[src/pfa_pkg.sv]
// Shared types, codes and defaults for the page frame allocator.
// Used by pfa_front, pfa_queue, pfa_back and page_frame_allocator_refcount.
package pfa_pkg;

  localparam int unsigned NumFramesDef = 32768;
  localparam int unsigned CountBitsDef = 8;

  localparam int unsigned FrameW  = 16;
  localparam int unsigned ValueW  = 15;
  localparam int unsigned CfgW    = 16;
  localparam int unsigned InDataW  = 24;
  localparam int unsigned OutDataW = 24;

  localparam logic [CfgW-1:0] FirstFreeRst  = 16'd0;
  localparam logic [CfgW-1:0] FrameLimitRst = 16'd32768;

  localparam logic CFG_FIRST_FREE  = 1'b0;
  localparam logic CFG_FRAME_LIMIT = 1'b1;

  localparam logic [2:0] OPC_ALLOC = 3'd0;
  localparam logic [2:0] OPC_FREE  = 3'd1;
  localparam logic [2:0] OPC_GET   = 3'd2;
  localparam logic [2:0] OPC_INC   = 3'd3;
  localparam logic [2:0] OPC_DEC   = 3'd4;

  typedef enum logic [2:0] {
    ST_OK         = 3'd0,
    ST_NOMEM      = 3'd1,
    ST_BADFRAME   = 3'd2,
    ST_REFERENCED = 3'd3,
    ST_LIMIT      = 3'd4
  } status_e;

  typedef enum logic [2:0] {
    K_ALLOC,
    K_FREE,
    K_GET,
    K_INC,
    K_DEC,
    K_NOP
  } kind_e;

  typedef enum logic [1:0] {
    BS_CLEAR,
    BS_IDLE,
    BS_EXEC
  } back_state_e;

  typedef struct packed {
    kind_e              kind;
    logic               bad;
    logic [FrameW-1:0]  frame;
  } cmd_t;

endpackage

[src/pfa_queue.sv]
// Two-entry command queue between front and back end.
// Depends on pfa_pkg for the command type.
module pfa_queue
  import pfa_pkg::*;
(
  input  logic clk_i,
  input  logic rst_ni,
  input  logic push_i,
  input  cmd_t push_cmd_i,
  output logic full_o,
  input  logic pop_i,
  output logic valid_o,
  output cmd_t head_o
);

  cmd_t       slot_q [2];
  logic       wr_ptr_q, wr_ptr_d;
  logic       rd_ptr_q, rd_ptr_d;
  logic [1:0] count_q, count_d;
  logic       do_push, do_pop;

  assign full_o  = count_q == 2'd2;
  assign valid_o = count_q != 2'd0;
  assign head_o  = slot_q[rd_ptr_q];
  assign do_push = push_i && !full_o;
  assign do_pop  = pop_i && valid_o;

  always_comb begin
    wr_ptr_d = wr_ptr_q ^ do_push;
    rd_ptr_d = rd_ptr_q ^ do_pop;
    count_d  = count_q + 2'(do_push) - 2'(do_pop);
  end

  always_ff @(posedge clk_i or negedge rst_ni) begin
    if (!rst_ni) begin
      wr_ptr_q <= 1'b0;
      rd_ptr_q <= 1'b0;
      count_q  <= 2'd0;
    end else begin
      wr_ptr_q <= wr_ptr_d;
      rd_ptr_q <= rd_ptr_d;
      count_q  <= count_d;
    end
  end

  always_ff @(posedge clk_i) begin
    if (do_push) begin
      slot_q[wr_ptr_q] <= push_cmd_i;
    end
  end

endmodule

[config.mk]
export PLATFORM = sky130hd
export DESIGN_NAME = pfa_queue
export DESIGN_NICKNAME = d
export VERILOG_FILES = /design/src/pfa_pkg.sv /design/src/pfa_queue.sv
export SDC_FILE = /design/constraint.sdc
export NUM_CORES = 1
export LEC_CHECK = 0
export BUFFER_PORTS_ARGS = -buffer_cell sky130_fd_sc_hd__buf_2
export CORE_MARGIN = 5
export CORE_UTILIZATION = 46
export DETAILED_ROUTE_END_ITERATION = 8
export HOLD_SLACK_MARGIN = 0.1
export PLACE_DENSITY = 0.8
export SLEW_MARGIN = 20
export SYNTH_ARGS = -nofsm -noshare
export SYNTH_HDL_FRONTEND = slang
export SYNTH_SLANG_ARGS = --single-unit
[constraint.sdc]
create_clock -name clk_i -period 1.69 [get_ports clk_i]
set_input_delay 0.338 -clock clk_i [delete_from_list [all_inputs] [get_ports clk_i]]
set_output_delay 0.338 -clock clk_i [all_outputs]
set_load 0.02 [all_outputs]
== Yosys cells after proc, flatten, opt, wreduce, memory -nomap -nowiden ==
Memory sizes are Yosys's and may differ from the RTL's.
Index checks and enable logic that the tools add are counted.
Operators by class
  bitwise logic cells: 2
  $lt $le $gt $ge: 0
  shift operators: 0
  equality and inequality tests: 1
  multiplexer cells: 2
  multiply operators: 0
  divide/modulo/power cells: 0
  reduce and logical (&&, ||, !) cells: 4
  add/subtract/negate cells: 2
Operators by type and width (number)
  2-bit by 1-bit adder with 2-bit output: 1
  2-bit == test (second input constant): 1
  1-bit logical AND: 2
  1-bit two-way mux: 2
  2-bit nonzero test: 1
  2-bit by 1-bit subtractor with 2-bit output: 1
  1-bit bitwise XOR: 2
  1-bit logical NOT: 1
Storage, ports and cells
  output and inout bits: 22
  register bits: 4
  word-level logic and storage cells: 15
  bits in latches: 0
  input port bits: 24
  memories: 1
  memory bits (writable): 40
  memory bits (read-only): 0
Memories
  slot_q: depth 2, bits a word 20, rd ports 1, clocked after memory_dff 0, wr ports 1, RTL line pfa_queue.sv:16  | cmd_t slot_q [2];

== Depth between registers and ports, before layout ==
  depth in word-level cells: 5
  mapped depth: 7
  depth with buffers taken out: 7

== Worst setup path after synthesis ==
No wires, ideal clock.
  path type: flip-flop to flip-flop
  from: register count_q[1]
  to: memory slot_q[1][0] (netlist name) (enable)
  data required time: 1312 ps
  cell stages (with the launch flop): 4
  clock period less this slack: 1582 ps
  library setup time: 378 ps
  path slack: 108 ps
  arrival: 1204 ps
  buffers on the path: 0
  cells stage by stage: dfrtp_1 -> nand2b_1 -> and2_1 -> ha_1
Between the ends
  longest elaborated chain between the ends: 5
Ends and longest elaborated chain
  start: declaration: RTL line pfa_queue.sv:19  | logic [1:0] count_q, count_d;
  start signal: assignment: RTL line pfa_queue.sv:42  | count_q <= count_d;
  2-bit == test: RTL line pfa_queue.sv:22  | assign full_o = count_q == 2'd2;
  1-bit logical NOT: RTL line pfa_queue.sv:25  | assign do_push = push_i && !full_o;
  1-bit logical AND: RTL line pfa_queue.sv:25
  1-bit two-way mux: RTL line pfa_queue.sv:47  | if (do_push) begin
  1-bit two-way mux (not written as such): RTL line pfa_queue.sv:48  | slot_q[wr_ptr_q] <= push_cmd_i;
  end: declaration: RTL line pfa_queue.sv:16
No other way between the ends.

==> metrics.txt <==
status complete, but fails checks; failing checks setup timing; setup clock skew after layout 0.00110 ns; Worst Hold Depth 1; Mean Syn Cell Area 21.2 µm²; power per cell area 1790 nW/µm²; cell count after placement 179; First-pass DRT Iterations 4; post-synthesis net count 110; final core occ between 60% and 70%; Routability Congestion 0.628; type of the worst setup path reg2out; H-Tree Depth 2; max-cap check violation count 0; height of the die 71.5 µm; overflow left after global routing 0; count of placed standard cells in the final layout, fillers left out 190; clock-pin slew on the worst setup and hold paths 0.07 ns; residual DRC count 0; kind of start point of the critical path flop; count of inserted antenna diode cells 0; Detail Placement HPWL 2100 µm; Seq/Total Area, Yosys 74.7%; path category of the worst min-delay check in2reg; number of distinct standard cells referenced by the synthesized netlist 14; flip-flop and latch count after synthesis 44; FF-to-FF path depth 6; hold endpoint slot_q[1][8]$_DFFE_PP_; routed via count divided by cell count around 4.7; reg2reg start count_q[1]$_DFF_PN0_; die width roughly 72 µm; Leak Pwr 0.967 nW; number of nets still failing antenna checks after routing 0; clock insertion delay at the later pin of the skew report 0.29 ns; setup repair after global routing missed its margin true; 1st-iter DRT viols 17; placed instance area approximately 2000 µm²; number of antenna violations at the first check in global routing 0; Rel. slew slack approximately 87%; VDD IR max 0.979 mV; worst r2r dst count_q[1]$_DFF_PN0_; clock period minus final worst setup slack between 1.5 and 2 ns; number of buffers created by CTS 5; Nets 169; number of standard cells after synthesis 82; Non-Filler Cell Area, Final 2290 µm²; final number of setup-violating endpoints 12; CTS tree built; DR WL/cell ~16 µm; fraction of final layout cells with drive strength greater than 1 57.0%; Core Region around 3700 µm²; via total after detailed routing 895; slack of the worst reg-to-reg path about 0.090 ns; Data arrival, critical path about 1.4 ns; Die Footprint a little over 5000 µm²; post-placement worst setup slack roughly 0.10 ns; least setup slack across all paths after layout -0.0173 ns; final sum of negative setup slack -0.105 ns; summed instance area of the synthesized netlist 1740 µm²; total power 4.10 mW; CTS root buffer clkbuf_8; worst hold-check slack 0.234 ns; CP Capture Type output pin; pin count of the biggest net entering global routing 13; Least-Margin Pin Slew 0.195 ns; worst-path maximum fanout 9; Hold Path Origin push_cmd_i[8]; area growth from synthesis to final layout 31.4%; required arrival time at the worst endpoint about 1.4 ns; overall fraction of global-route tracks in use 12.3%; number of global-route vias before repair around 940; number of warnings printed during yosys synthesis 0; final slew viol count 0; number of buffers on the longest clock path 2; starting density of the core a little under half; Hold Vio Cnt, Final 0; Std-Cell Rows 22; I/O pin cnt 46; final period utilization 101%; Highest Clock Rate 0.586 GHz; global-route wire length before repair 4640 µm; port buffer count 45; clock sink count 44; Detailed Route WL 2950 µm
[layer usage]
layer  global-route usage, %  up-vias  part of all wire (%)
met2                    21.0       19                    55
met3                    5.19        6                   5.2
met1                    13.6      444                    38
met5                       0        -                     0
met4                    5.01        0                   1.6
li1                        -      426                     -
[worst max-delay path: stages (launching register included)]
cell	delay (ns)
dfrtp_2	0.46
buf_8	0.17
mux2_4	0.29
buf_2	0.16
[cell families after synthesis]
logic type | Yosys count | share of synthesized area, %
AO/OA/AOI/OAI | 1 | 0.431
XOR/XNOR | 3 | 1.51
adder cells (fa/ha/maj) | 4 | 2.87
buffers and inverters | 6 | 2.15
flip-flops | 44 | 74.7
multiplexers | 20 | 17.0
AND/OR/NAND/NOR | 4 | 1.29
[state kept, by name, indices dropped and copies added (netlist names)]
name,count
slot_q,40
wr_ptr_q,1
rd_ptr_q,1
count_q,2
[report_power, final]
group,switching (mW),internal (mW)
registers,0.114,1.50
clock network,0.309,0.333
logic,0.861,0.978
[area by class of cell]
class	instances	area [µm²]
multi-input combinational	32	407
fill	270	1370
sequential	44	1300
inverter	4	15.0
clock buffer	8	90.1
timing repair buffer	54	414
tap	48	60.1
[cells in the final DEF (no fill, tap or decap), drive strengths merged]
| cell | Yosys | layout |
|---|---|---|
| nand2 | 1 | 1 |
| dfrtp | 4 | 4 |
| mux2 | 20 | 20 |
| or2 | 1 | 1 |
| o21a | 1 | 1 |
| edfxtp | 40 | 40 |
| xnor2 | 2 | 2 |
| clkbuf | 0 | 9 |
| buf | 2 | 52 |
| xor2 | 1 | 1 |
| ha | 4 | 4 |
| nand2b | 1 | 1 |
| dlygate4sd3 | 0 | 1 |
| and2 | 1 | 1 |
| inv | 4 | 4 |
[synth_stat cells]
library cell   n  share of area, %
and2_1         1              0.36
buf_6          2               1.3
dfrtp_1        4               5.7
edfxtp_1      40                69
ha_1           4               2.9
inv_1          4              0.86
mux2_2         1              0.65
mux2_4        19                16
nand2_1        1              0.22
nand2b_1       1              0.36
o21a_1         1              0.43
or2_2          1              0.36
xnor2_1        2               1.0
xor2_1         1              0.50
[worst max path at each step]
stage	from	to	slack (ns)	depth (start not counted)
finish	rd_ptr_q$_DFF_PN0_	head_o[11]	-0.02	3
global route	rd_ptr_q$_DFF_PN0_	head_o[11]	-0.06	3
CTS	rd_ptr_q$_DFF_PN0_	head_o[17]	-0.03	3
detailed placement	count_q[1]$_DFF_PN0_	count_q[1]$_DFF_PN0_	0.1	6
global placement	count_q[1]$_DFF_PN0_	count_q[1]$_DFF_PN0_	0.24	6
floorplan	count_q[1]$_DFF_PN0_	slot_q[1][0]$_DFFE_PP_	0.11	3
[timing repair]
action                                 CTS  global route
hold buffers                             1             0
cloned                                   0             1
setup endpoints to repair               11            20
buffers inserted                         0             1
gates resized for setup                  1            32
endpoints found under the hold margin    4             0
(Power assumes the default switching activity.)
