==> config.mk <==
export PLATFORM = sky130hd
export DESIGN_NAME = pfa_front
export DESIGN_NICKNAME = d
export VERILOG_FILES = /design/src/pfa_pkg.sv /design/src/pfa_front.sv
export SDC_FILE = /design/constraint.sdc
export NUM_CORES = 1
export LEC_CHECK = 0
export BUFFER_PORTS_ARGS = -buffer_cell sky130_fd_sc_hd__buf_2
export CAP_MARGIN = 15
export CORE_MARGIN = 2
export CORE_UTILIZATION = 47
export CTS_BUF_LIST = sky130_fd_sc_hd__clkbuf_4 sky130_fd_sc_hd__clkbuf_8
export CTS_CLUSTER_DIAMETER = 80
export DETAILED_ROUTE_END_ITERATION = 10
export PLACE_DENSITY = 0.83
export RECOVER_POWER = 50
export SYNTH_ARGS = -nofsm -noshare
export SYNTH_HDL_FRONTEND = slang
export SYNTH_SLANG_ARGS = --single-unit
==> constraint.sdc <==
create_clock -name clk_i -period 2.8 [get_ports clk_i]
set_clock_uncertainty 0.05 [all_clocks]
set_input_delay 0.28 -clock clk_i [delete_from_list [all_inputs] [get_ports clk_i]]
set_output_delay 0.28 -clock clk_i [all_outputs]
set_load 0.1 [all_outputs]
==> src/pfa_pkg.sv <==
// Shared types, codes and defaults for the page frame allocator.
// Used by pfa_front, pfa_queue, pfa_back and page_frame_allocator_refcount.
package pfa_pkg;

  localparam int unsigned NumFramesDef = 32768;
  localparam int unsigned CountBitsDef = 8;

  localparam int unsigned FrameW  = 16;
  localparam int unsigned ValueW  = 15;
  localparam int unsigned CfgW    = 16;
  localparam int unsigned InDataW  = 24;
  localparam int unsigned OutDataW = 24;

  localparam logic [CfgW-1:0] FirstFreeRst  = 16'd0;
  localparam logic [CfgW-1:0] FrameLimitRst = 16'd32768;

  localparam logic CFG_FIRST_FREE  = 1'b0;
  localparam logic CFG_FRAME_LIMIT = 1'b1;

  localparam logic [2:0] OPC_ALLOC = 3'd0;
  localparam logic [2:0] OPC_FREE  = 3'd1;
  localparam logic [2:0] OPC_GET   = 3'd2;
  localparam logic [2:0] OPC_INC   = 3'd3;
  localparam logic [2:0] OPC_DEC   = 3'd4;

  typedef enum logic [2:0] {
    ST_OK         = 3'd0,
    ST_NOMEM      = 3'd1,
    ST_BADFRAME   = 3'd2,
    ST_REFERENCED = 3'd3,
    ST_LIMIT      = 3'd4
  } status_e;

  typedef enum logic [2:0] {
    K_ALLOC,
    K_FREE,
    K_GET,
    K_INC,
    K_DEC,
    K_NOP
  } kind_e;

  typedef enum logic [1:0] {
    BS_CLEAR,
    BS_IDLE,
    BS_EXEC
  } back_state_e;

  typedef struct packed {
    kind_e              kind;
    logic               bad;
    logic [FrameW-1:0]  frame;
  } cmd_t;

endpackage

==> src/pfa_front.sv <==
// Front end: configuration registers, opcode decode and frame range checks.
// Depends on pfa_pkg; feeds classified commands to pfa_queue.
module pfa_front
  import pfa_pkg::*;
#(
  parameter int unsigned NUM_FRAMES = NumFramesDef
) (
  input  logic              clk_i,
  input  logic              rst_ni,
  input  logic              cfg_we_i,
  input  logic              cfg_addr_i,
  input  logic [CfgW-1:0]   cfg_wdata_i,
  input  logic [2:0]        opcode_i,
  input  logic [FrameW-1:0] frame_i,
  output cmd_t              cmd_o
);

  logic [CfgW-1:0] first_free_q, first_free_d;
  logic [CfgW-1:0] limit_q, limit_d;
  logic            in_store;
  logic            in_range;

  always_comb begin
    first_free_d = first_free_q;
    limit_d      = limit_q;
    if (cfg_we_i) begin
      case (cfg_addr_i)
        CFG_FIRST_FREE:  first_free_d = cfg_wdata_i;
        CFG_FRAME_LIMIT: limit_d      = cfg_wdata_i;
        default: ;
      endcase
    end
  end

  always_ff @(posedge clk_i or negedge rst_ni) begin
    if (!rst_ni) begin
      first_free_q <= FirstFreeRst;
      limit_q      <= FrameLimitRst;
    end else begin
      first_free_q <= first_free_d;
      limit_q      <= limit_d;
    end
  end

  assign in_store = {1'b0, frame_i} < 17'(NUM_FRAMES);
  assign in_range = in_store && (frame_i >= first_free_q) && (frame_i < limit_q);

  always_comb begin
    cmd_o.frame = frame_i;
    cmd_o.bad   = 1'b0;
    case (opcode_i)
      OPC_ALLOC: cmd_o.kind = K_ALLOC;
      OPC_FREE: begin
        cmd_o.kind = K_FREE;
        cmd_o.bad  = !in_range;
      end
      OPC_GET: begin
        cmd_o.kind = K_GET;
        cmd_o.bad  = !in_store;
      end
      OPC_INC: begin
        cmd_o.kind = K_INC;
        cmd_o.bad  = !in_store;
      end
      OPC_DEC: begin
        cmd_o.kind = K_DEC;
        cmd_o.bad  = !in_store;
      end
      default: cmd_o.kind = K_NOP;
    endcase
  end

endmodule

[Word-level counts from Yosys, hierarchy flattened]
Cells that the tools add are included.
Word-level totals
  register bits: 32
  bits of input ports: 39
  output and inout bits: 20
  logic and storage cells: 20
Cells by class
  magnitude comparators: 3
  equality and inequality tests: 4
  mux-type cells: 2
  bitwise logic cells: 1
  reductions and logical operators: 8
Operators by type and width (number)
  $ge 16x16->1: 1
  $lt 16x16->1: 1
  $lt 16x16->1 const B: 1
  $pmux 3 s5: 1
  $eq 3x2->1 const B: 2
  $reduce_and 2->1: 2
  $eq 3x1->1 const B: 1
  $eq 3x3->1 const B: 1
  $logic_not 3->1: 1
  $reduce_or 3->1: 1
  $logic_and 1x1->1: 2
  $logic_not 1->1: 2
  $pmux 1 s2: 1
  $not 1->1: 1

[Depth between registers and ports, before layout]
Gate-level depths: netlist of run 1.
  depth in word-level cells: 5
  gate-level depth with buffers: 8

[Worst setup path after synthesis of run 1]
Ideal clock, no wire load.
  path type: register to output
  start point: register first_free_q[9]
  end point: output port cmd_o[16] in the netlist's numbering
  arrival: 2422 ps
  data required time: 2470 ps
  setup slack: 48 ps
  cell stages (with the launch flop): 9
  buffers on the path: 0
  cells stage by stage: dfrtp_1 -> inv_1 -> ha_1 -> a21o_1 -> a21o_1 -> a221o_1 -> a211o_1 -> nand4_1 -> a41o_1
RTL lines
  from (decl): line pfa_front.sv:18  | logic [CfgW-1:0] first_free_q, first_free_d;
  from (signal assigned): line pfa_front.sv:37  | first_free_q <= FirstFreeRst;
  from (signal assigned): line pfa_front.sv:40  | first_free_q <= first_free_d;
  to (decl): line pfa_front.sv:15  | output cmd_t cmd_o

==> impl_metrics.json, run 1 <==
{
  "fp.coreArea_um2": 4320,
  "clockBufferDepth": 2,
  "wl_um": 4110,
  "maxCapViolCount": 1,
  "wl_per_cell_um": 13.2,
  "p_per_area_nw_per_um2": 604,
  "peakVddDrop_v": 0.000479,
  "critPathLaunch": "first_free_q[9]",
  "cp_data_arrival_time_ns": 2.35,
  "cp_max_fo": 2,
  "io_pins": 59,
  "syn_inst": 213,
  "synth_top_flop_cell": "dfrtp_1",
  "synth-edff-count": 0,
  "synthArstFlopShare_pct": 100,
  "yosysMostFrequentCell": "inv_1",
  "synth_common_cells": "inv_1 (34), dfrtp_1 (31), ha_1 (31)",
  "ant_nets": 0,
  "syn-cell-area_um2": 2090,
  "cts_tree": "done",
  "max_freq_mhz": 373,
  "start_util_pct": 48.2,
  "p_switching_w": 0.000487,
  "ys_types": 29,
  "clk_pin_slew_ns": 0.07,
  "clock_sinks": 32,
  "h-tree-depth": 2,
  "crit_path_top_delay_cell": "dfrtp_1",
  "fillers": 417,
  "synth.area.top_cells": "dfrtp_1 (37%), ha_1 (19%), mux2_2 (9.2%)",
  "cts_root_buffer": "clkbuf_8",
  "num_vias": 1606,
  "grt_pass1_wl_um": 7150,
  "numCtsBuffers": 5,
  "die_x_um": 70.6,
  "seqPwrFrac_pct": 36.9,
  "avgSynthCellArea_um2": 9.79,
  "placed_area_um2": 2320,
  "top_usage_layer": "met2",
  "crit_top_cell": "a21o_1",
  "worstSkewPairLatency_ns": 0.28,
  "holdBufCountCts": 0,
  "grt_max_degree": 33,
  "maxSlewHeadroom_pct": -14.5,
  "die_area_um2": 4990,
  "rr_startpoint": "first_free_q[0]",
  "die_h_um": 70.6,
  "tightest_slew_ns": 1.72,
  "finalSetupViolCount": 0,
  "synth_top_area_share_pct": 37.2,
  "rsz0062_at_grt": "false",
  "fin_crit_sh_pct": 95.8,
  "violations": "capacitance limit, slew limit",
  "grt.met1_usage_pct": 22.4,
  "vias_per_cell": 5.16,
  "use_met3_pct": 3.99,
  "grtUsageTotal_pct": 18.0,
  "status": "finished with violations",
  "synth_seq_cells": 32,
  "rows": 24,
  "firstDrtPassIters": 4,
  "crit_path_end_kind": "output port",
  "place_congestion": 0.857,
  "drc_errors": 0,
  "finalCriticalPeriod_ns": 2.68,
  "p_comb_share_pct": 30.5,
  "area_growth_syn_to_layout_pct": 18.7,
  "met2_usage_pct": 30.9,
  "layout.nets": 328,
  "hpwl_um": 3120,
  "grt_pass1_vias": 1658,
  "antenna_found_initial": 0,
  "layout.area.seq_um2": 802,
  "switching_share_pct": 32.6,
  "critPathCapture": "cmd_o[16]",
  "num_antenna_cells": 0,
  "multi_input_area_um2": 1050,
  "hp-class": "in -> reg",
  "reg2reg_to": "first_free_q[0]",
  "fin_area_um2": 2480,
  "crit_path_cell_trace": "inv_2, ha_4, a21o_1, a21o_1, a221o_1, a211o_1, nand4_1, a41o_1, buf_12",
  "port_buffers": 58,
  "r2r_cells": 1,
  "hold_viol": 0,
  "tns_ns": 0,
  "drv_slew": 33,
  "overflow": 0,
  "p_int_w": 0.00101,
  "pwr-share-clk_pct": 32.6,
  "yosys.area.top_type": "dfrtp_1",
  "r2r_slack_ns": 1.98,
  "required_ns": 2.47,
  "synth-seq-area-share_pct": 38.5,
  "critPathMaxStageDelay_ns": 0.37,
  "yosysWarnings": 0,
  "setup.worst_path.class": "reg -> out",
  "drive_gt1_share_pct": 33.6,
  "leakage_nw": 1.30,
  "drt_iter0_drc": 56,
  "start_kind": "register",
  "syn_nets": 283
}
[sequential cells by signal, indices dropped and copies added, names as in the netlist]
name and count:
first_free_q 16, limit_q 16
[layout by cell type, fill, tap and decap left out, types with 2 or more instances in the layout]
cell / count
buf_2: 55
inv_1: 33
dfrtp_1: 31
ha_1: 30
o21ai_0: 20
nand2_1: 20
mux2_2: 17
a21oi_1: 8
clkbuf_8: 7
a21o_1: 5
nand4_1: 4
clkbuf_1: 3
nor2b_1: 2
nor2_1: 2
nand2b_1: 2
o211ai_1: 2
[cells by family after synthesis]
group,Yosys count,share of synthesized area [%]
buf+inv,55,12.8
mux,17,9.18
fa+ha+maj,31,18.6
simple gates,34,7.80
compound gates,44,13.2
flops,32,38.5
[power groups by stage]
stage | Clock (W) | Combinational [W] | Sequential, W
2_1_floorplan | 0 | 0.000342 | 0.000553
3_3_place_gp | 0 | 0.000431 | 0.000557
3_5_place_dp | 0 | 0.000446 | 0.000561
4_1_cts | 0.000500 | 0.000454 | 0.000552
5_1_grt | 0.000517 | 0.000510 | 0.000560
6_report | 0.000487 | 0.000456 | 0.000552
[critical path: cells and delay by family (launching register included)]
family	cells	cell delay, ns
AO/OA/AOI/OAI	5	1.15
flip-flops	1	0.37
buffers and inverters	2	0.25
adder cells (fa/ha/maj)	1	0.19
AND/OR/NAND/NOR	1	0.10
[repair_timing]
item,CTS,global route
setup buffers,0,0
endpoints found under the setup margin,1,1
pin swaps,0,1
gates resized for setup,2,3
[per-stage QoR]
step | std cells | util, % | total power, W | setup slack, ns | hold WS [ns]
2_1_floorplan | 213 | - | 0.000895 | 0.0482 | -0.0656
3_3_place_gp | 303 | 53.8 | 0.000988 | 0.275 | 0.312
3_5_place_dp | 303 | 53.8 | 0.00101 | 0.221 | 0.331
4_1_cts | 311 | 56.8 | 0.00151 | 0.0399 | 0.0176
5_1_grt | 311 | 57.3 | 0.00159 | 0.00219 | 0.182
6_report | 311 | 57.3 | 0.00149 | 0.118 | 0.162
[cell type report]
cell class	instances	share of cell area (%)
Sequential cell	32	32.4
Tap cell	52	2.63
Clock buffer	7	3.89
Multi-Input combinational cell	126	42.3
Timing Repair Buffer	59	12.4
Clock inverter	1	1.21
Inverter	34	5.15
[routing by layer]
| layer | share of wire, % | vias up |
|---|---|---|
| met2 | 49 | 49 |
| met3 | 6.4 | 8 |
| li1 | - | 799 |
| met5 | 0 | - |
| met1 | 43 | 750 |
| met4 | 1.6 | 0 |
[worst min-delay path by stage]
stage / from / endpoint / cells after the start
floorplan: rst_ni / first_free_q[0] / 0
global placement: rst_ni / limit_q[9] / 1
detailed placement: rst_ni / limit_q[9] / 1
CTS: rst_ni / first_free_q[10] / 1
global route: cfg_wdata_i[13] / first_free_q[13] / 3
finish: cfg_wdata_i[4] / first_free_q[4] / 3
No activity file was read; power rests on OpenSTA's default activity.
==> run 2: changes to the inputs <==
RECOVER_POWER = not set   (was 50)
==> run 2 against run 1 <==
Effect of this change:
- the run ends with hold timing left
- sequential cell count unchanged
- register-to-register slack about the same
- critical path depth did not move
- global-route usage stayed put
- critical path type unchanged
- highest routed layer unchanged
- combinational power is essentially flat
==> impl_metrics.json, run 2 (synthesis gave the netlist of run 1 again) <==
{
  "port_buffers": 58,
  "firstDrtPassIters": 4,
  "required_ns": 2.47,
  "leakage_nw": 1.31,
  "vias_per_cell": 5.16,
  "maxCapViolCount": 0,
  "overflow": 0,
  "ant_nets": 0,
  "max_freq_mhz": 373,
  "tns_ns": 0,
  "finalCriticalPeriod_ns": 2.68,
  "layout_common_cells": "buf_2 (57), inv_1 (33), dfrtp_1 (31)",
  "r2r_cells": 1,
  "antenna_found_initial": 0,
  "num_antenna_cells": 0,
  "finalPower_w": 0.00150,
  "drive_gt1_share_pct": 34.7,
  "drt_iter0_drc": 56,
  "die_h_um": 70.6,
  "grt_max_degree": 33,
  "layout.nets": 328,
  "wl_um": 4100,
  "h-tree-depth": 2,
  "place_congestion": 0.857,
  "status": "finished with violations",
  "cts_root_buffer": "clkbuf_8",
  "cp_data_arrival_time_ns": 2.35,
  "crit_path_end_kind": "output port",
  "numCtsBuffers": 5,
  "postCtsSetupBuffers": 0,
  "die_area_um2": 4990,
  "maxSlewHeadroom_pct": 48.8,
  "reg.largest.list": "first_free_q: 16 flops, limit_q: 16 flops",
  "tightest_slew_ns": 0.766,
  "grtUsageTotal_pct": 18.0,
  "hpwl_um": 3120,
  "fin_crit_sh_pct": 95.8,
  "hp-class": "in -> async",
  "cts_tree": "done",
  "peakVddDrop_v": 0.000479,
  "hold_viol": 10,
  "fin_cells": 311,
  "start_util_pct": 48.2,
  "violations": "hold timing",
  "grt_pass1_vias": 1658,
  "finalSetupViolCount": 0,
  "layout.area.seq_um2": 802,
  "mostFrequentLayoutCell": "buf_2",
  "multi_input_area_um2": 1050,
  "grt_pass1_wl_um": 7150,
  "cp_max_fo": 2,
  "clk_pin_slew_ns": 0.07,
  "worstSkewPairLatency_ns": 0.28,
  "fillers": 414,
  "fp.coreArea_um2": 4320,
  "area_growth_syn_to_layout_pct": 19.0,
  "rsz0062_at_grt": "false",
  "dp_cells": 303,
  "wl_per_cell_um": 13.2,
  "holdWs_ns": -0.0115,
  "clock_sinks": 32,
  "die_x_um": 70.6,
  "setup.worst_path.class": "reg -> out",
  "p_per_area_nw_per_um2": 603,
  "drv_slew": 0,
  "num_vias": 1606,
  "clockBufferDepth": 2,
  "start_kind": "register",
  "io_pins": 59,
  "rows": 24,
  "drc_errors": 0
}
-- run 2: cell count changes in the layout (fill, tap and decap cells not counted), sizes merged --
cell,delta
buf,+3
clkbuf,-3
-- run 2: worst max-delay path: stages, from the launching register on --
cell and delay (ns):
dfrtp_1 0.37, inv_2 0.07, ha_4 0.19, a21o_1 0.17, a21o_1 0.16, a221o_1 0.33, a211o_1 0.29, nand4_1 0.09
a41o_1 0.20, buf_12 0.18
-- run 2: timing repair --
action | 4_1_cts | 5_1_grt
gates cloned | 0 | 0
resized for setup | 2 | 3
hold endpoints to repair | 0 | 0
hold buffers | 0 | 0
endpoints found under the setup margin | 1 | 1
pin swaps | 0 | 1
-- run 2: metrics by stage --
stage	worst slack [ns]	utilization [%]	instance area [um^2]
5_1_grt	0.00219	57.4	2480
3_5_place_dp	0.221	53.8	2320
6_report	0.118	57.4	2480
2_1_floorplan	0.0482	-	2090
4_1_cts	0.0399	56.8	2460
3_3_place_gp	0.275	53.8	2320
-- run 2: layout make-up --
type | count | share of cell area (%)
clock inverters | 1 | 1.21
clock buffers | 7 | 3.88
inverters | 34 | 5.14
well taps | 52 | 2.62
repair buffers | 59 | 12.6
multi-input cells | 126 | 42.2
flip-flops and latches | 32 | 32.3
-- run 2: final timing paths --
check / startpoint / to / slack (ns)
worst max-delay path: first_free_q[9] / cmd_o[16] / 0.12
worst min-delay path: rst_ni / limit_q[9] / -0.01
worst max register to register: first_free_q[0] / first_free_q[0] / 1.98
worst min register to register: limit_q[4] / limit_q[4] / 0.46
max in group asynchronous: rst_ni / first_free_q[1] / 2.24
min in group clk_i: cfg_wdata_i[4] / first_free_q[4] / 0.16
-- run 2: report_power, final --
part	internal, W	switching [W]	leakage (nW)
clock network	0.000314	0.000173	0.0645
logic	0.000167	0.000289	0.861
registers	0.000528	0.0000244	0.383
-- run 2: layer usage --
| layer | wire length [um] | track usage [%] | part of all wire, % |
|---|---|---|---|
| met2 | 2020 | 30.9 | 49 |
| met4 | 67 | 6.50 | 1.6 |
| met5 | 0 | 0 | 0 |
| met1 | 1760 | 22.4 | 43 |
| met3 | 250 | 3.99 | 6.1 |
==> run 3: changes to the inputs <==
CORE_UTILIZATION = 43   (was 47)
PLACE_DENSITY = 0.78   (was 0.83)
==> run 3 against run 2 <==
Effect of this change:
- the run still ends with hold timing left
- combinational power hardly changed
- count of clock-buffer cells in the layout is 1 higher
- non-clock buffer count is 1 higher
- maximum frequency is 0.73% higher
- largest cell class unchanged
- sequential share of layout area is 0.25 points higher
- via count is 1.0% higher
- cell count is 0.96% higher
- power is 6.4% lower
==> impl_metrics.json, run 3 (synthesis gave the netlist of run 1 again) <==
{
  "rsz0062_at_grt": "false",
  "post-route-util_pct": 52.5,
  "grtUsageTotal_pct": 16.9,
  "crit_path_end_kind": "output port",
  "numCtsBuffers": 5,
  "die_area_um2": 5420,
  "peakVddDrop_v": 0.000369,
  "placed_area_um2": 2330,
  "leakage_nw": 1.30,
  "critPathMaxStageDelay_ns": 0.38,
  "hpwl_um": 3120,
  "firstDrtPassIters": 4,
  "mostFrequentLayoutCell": "buf_2",
  "setup.worst_path.class": "reg -> out",
  "drv_slew": 0,
  "drive_gt1_share_pct": 35.0,
  "max_freq_mhz": 376,
  "area_growth_syn_to_layout_pct": 18.1,
  "maxSlewHeadroom_pct": 48.4,
  "layout.nets": 329,
  "finalSetupViolCount": 0,
  "cts_root_buffer": "clkbuf_8",
  "p_per_area_nw_per_um2": 569,
  "multi_input_area_um2": 1050,
  "rows": 25,
  "tns_ns": 0,
  "p_int_w": 0.000916,
  "clk_pin_slew_ns": 0.07,
  "reg.largest.list": "first_free_q: 16 flops, limit_q: 16 flops",
  "crit_path_top_delay_cell": "dfrtp_1",
  "fp.coreArea_um2": 4690,
  "maxCapViolCount": 0,
  "die_h_um": 73.6,
  "clock_sinks": 32,
  "cp_num_buf_inv": 2,
  "worstSkewPairLatency_ns": 0.28,
  "overflow": 0,
  "holdWs_ns": -0.00371,
  "cp_data_arrival_time_ns": 2.33,
  "grt_pass1_wl_um": 6710,
  "grt_pass1_vias": 1526,
  "drc_errors": 0,
  "port_buffers": 58,
  "status": "finished with violations",
  "wl_per_cell_um": 13.2,
  "cts_tree": "done",
  "crit_path_cell_trace": "inv_2, ha_4, a21o_1, a21o_1, a221o_1, a211o_1, nand4_1, a41o_1, buf_12",
  "clockBufferDepth": 2,
  "dp_slack_ns": 0.215,
  "num_vias": 1622,
  "fin_crit_sh_pct": 95.1,
  "die_x_um": 73.6,
  "switching_share_pct": 34.6,
  "hold_viol": 8,
  "holdBufCountCts": 0,
  "required_ns": 2.47,
  "layout_common_cells": "buf_2 (57), inv_1 (33), dfrtp_1 (31)",
  "seqPwrFrac_pct": 39.4,
  "path_delay_family": "compound AO/OA/AOI/OAI gates",
  "rr_startpoint": "limit_q[14]",
  "fillers": 436,
  "r2r_slack_ns": 1.98,
  "vias_per_cell": 5.17,
  "ant_nets": 0,
  "layout_setup_ws_ns": 0.137,
  "layout.area.seq_um2": 802,
  "place_congestion": 0.799,
  "start_kind": "register",
  "drt_iter0_drc": 57,
  "grt_max_degree": 33,
  "pwr-share-clk_pct": 27.9,
  "finalPower_w": 0.00140,
  "p_comb_share_pct": 32.7,
  "fin_area_um2": 2460,
  "crit_top_cell": "a21o_1",
  "io_pins": 59,
  "antenna_found_initial": 0,
  "num_antenna_cells": 0,
  "start_util_pct": 44.5,
  "tightest_slew_ns": 0.772,
  "finalCriticalPeriod_ns": 2.66,
  "critPathLaunch": "first_free_q[9]",
  "hp-class": "in -> async",
  "h-tree-depth": 2,
  "p_switching_w": 0.000485,
  "violations": "hold timing",
  "wl_um": 4160,
  "cp_max_fo": 2
}
run 3: stage by stage:
stage	hold slack [ns]	cells
floorplan	-0.0656	213
global placement	0.319	305
detailed placement	0.337	305
CTS	0.0136	313
global route	0.0346	314
finish	-0.00371	314
run 3: final cells by class:
type	instances	share of cell area, %
multi-input cells	126	42.6
flip-flops and latches	32	32.6
repair buffers	60	13.0
inverters	34	5.18
clock buffers	8	3.96
well taps	54	2.74
run 3: per-layer routing:
metal  up-vias  track usage, %  part of all wire [%]
met3         6            5.76                   5.8
li1        804               -                     -
met4         0            7.27                   1.7
met2        62            26.5                    47
met5         -               0                     0
met1       750            21.1                    46
run 3: final timing paths:
| kind | depth (start not counted) | endpoint |
|---|---|---|
| max | 9 | cmd_o[16] |
| min | 1 | limit_q[14] |
| max reg2reg | 1 | limit_q[14] |
| min reg2reg | 1 | limit_q[0] |
| max in group asynchronous | 1 | first_free_q[5] |
| min in group clk_i | 3 | first_free_q[13] |
run 3: power groups by stage:
stage	Sequential [W]	Combinational [W]	Clock, W
5_1_grt	0.000559	0.000512	0.000428
3_3_place_gp	0.000557	0.000433	0
6_report	0.000552	0.000458	0.000391
4_1_cts	0.000552	0.000448	0.000411
3_5_place_dp	0.000561	0.000445	0
2_1_floorplan	0.000553	0.000342	0
run 3: repair_timing:
item,CTS,global route
resized for setup,1,4
buffers inserted,0,1
cloned,0,0
pin swaps,2,4
setup endpoints to repair,1,1
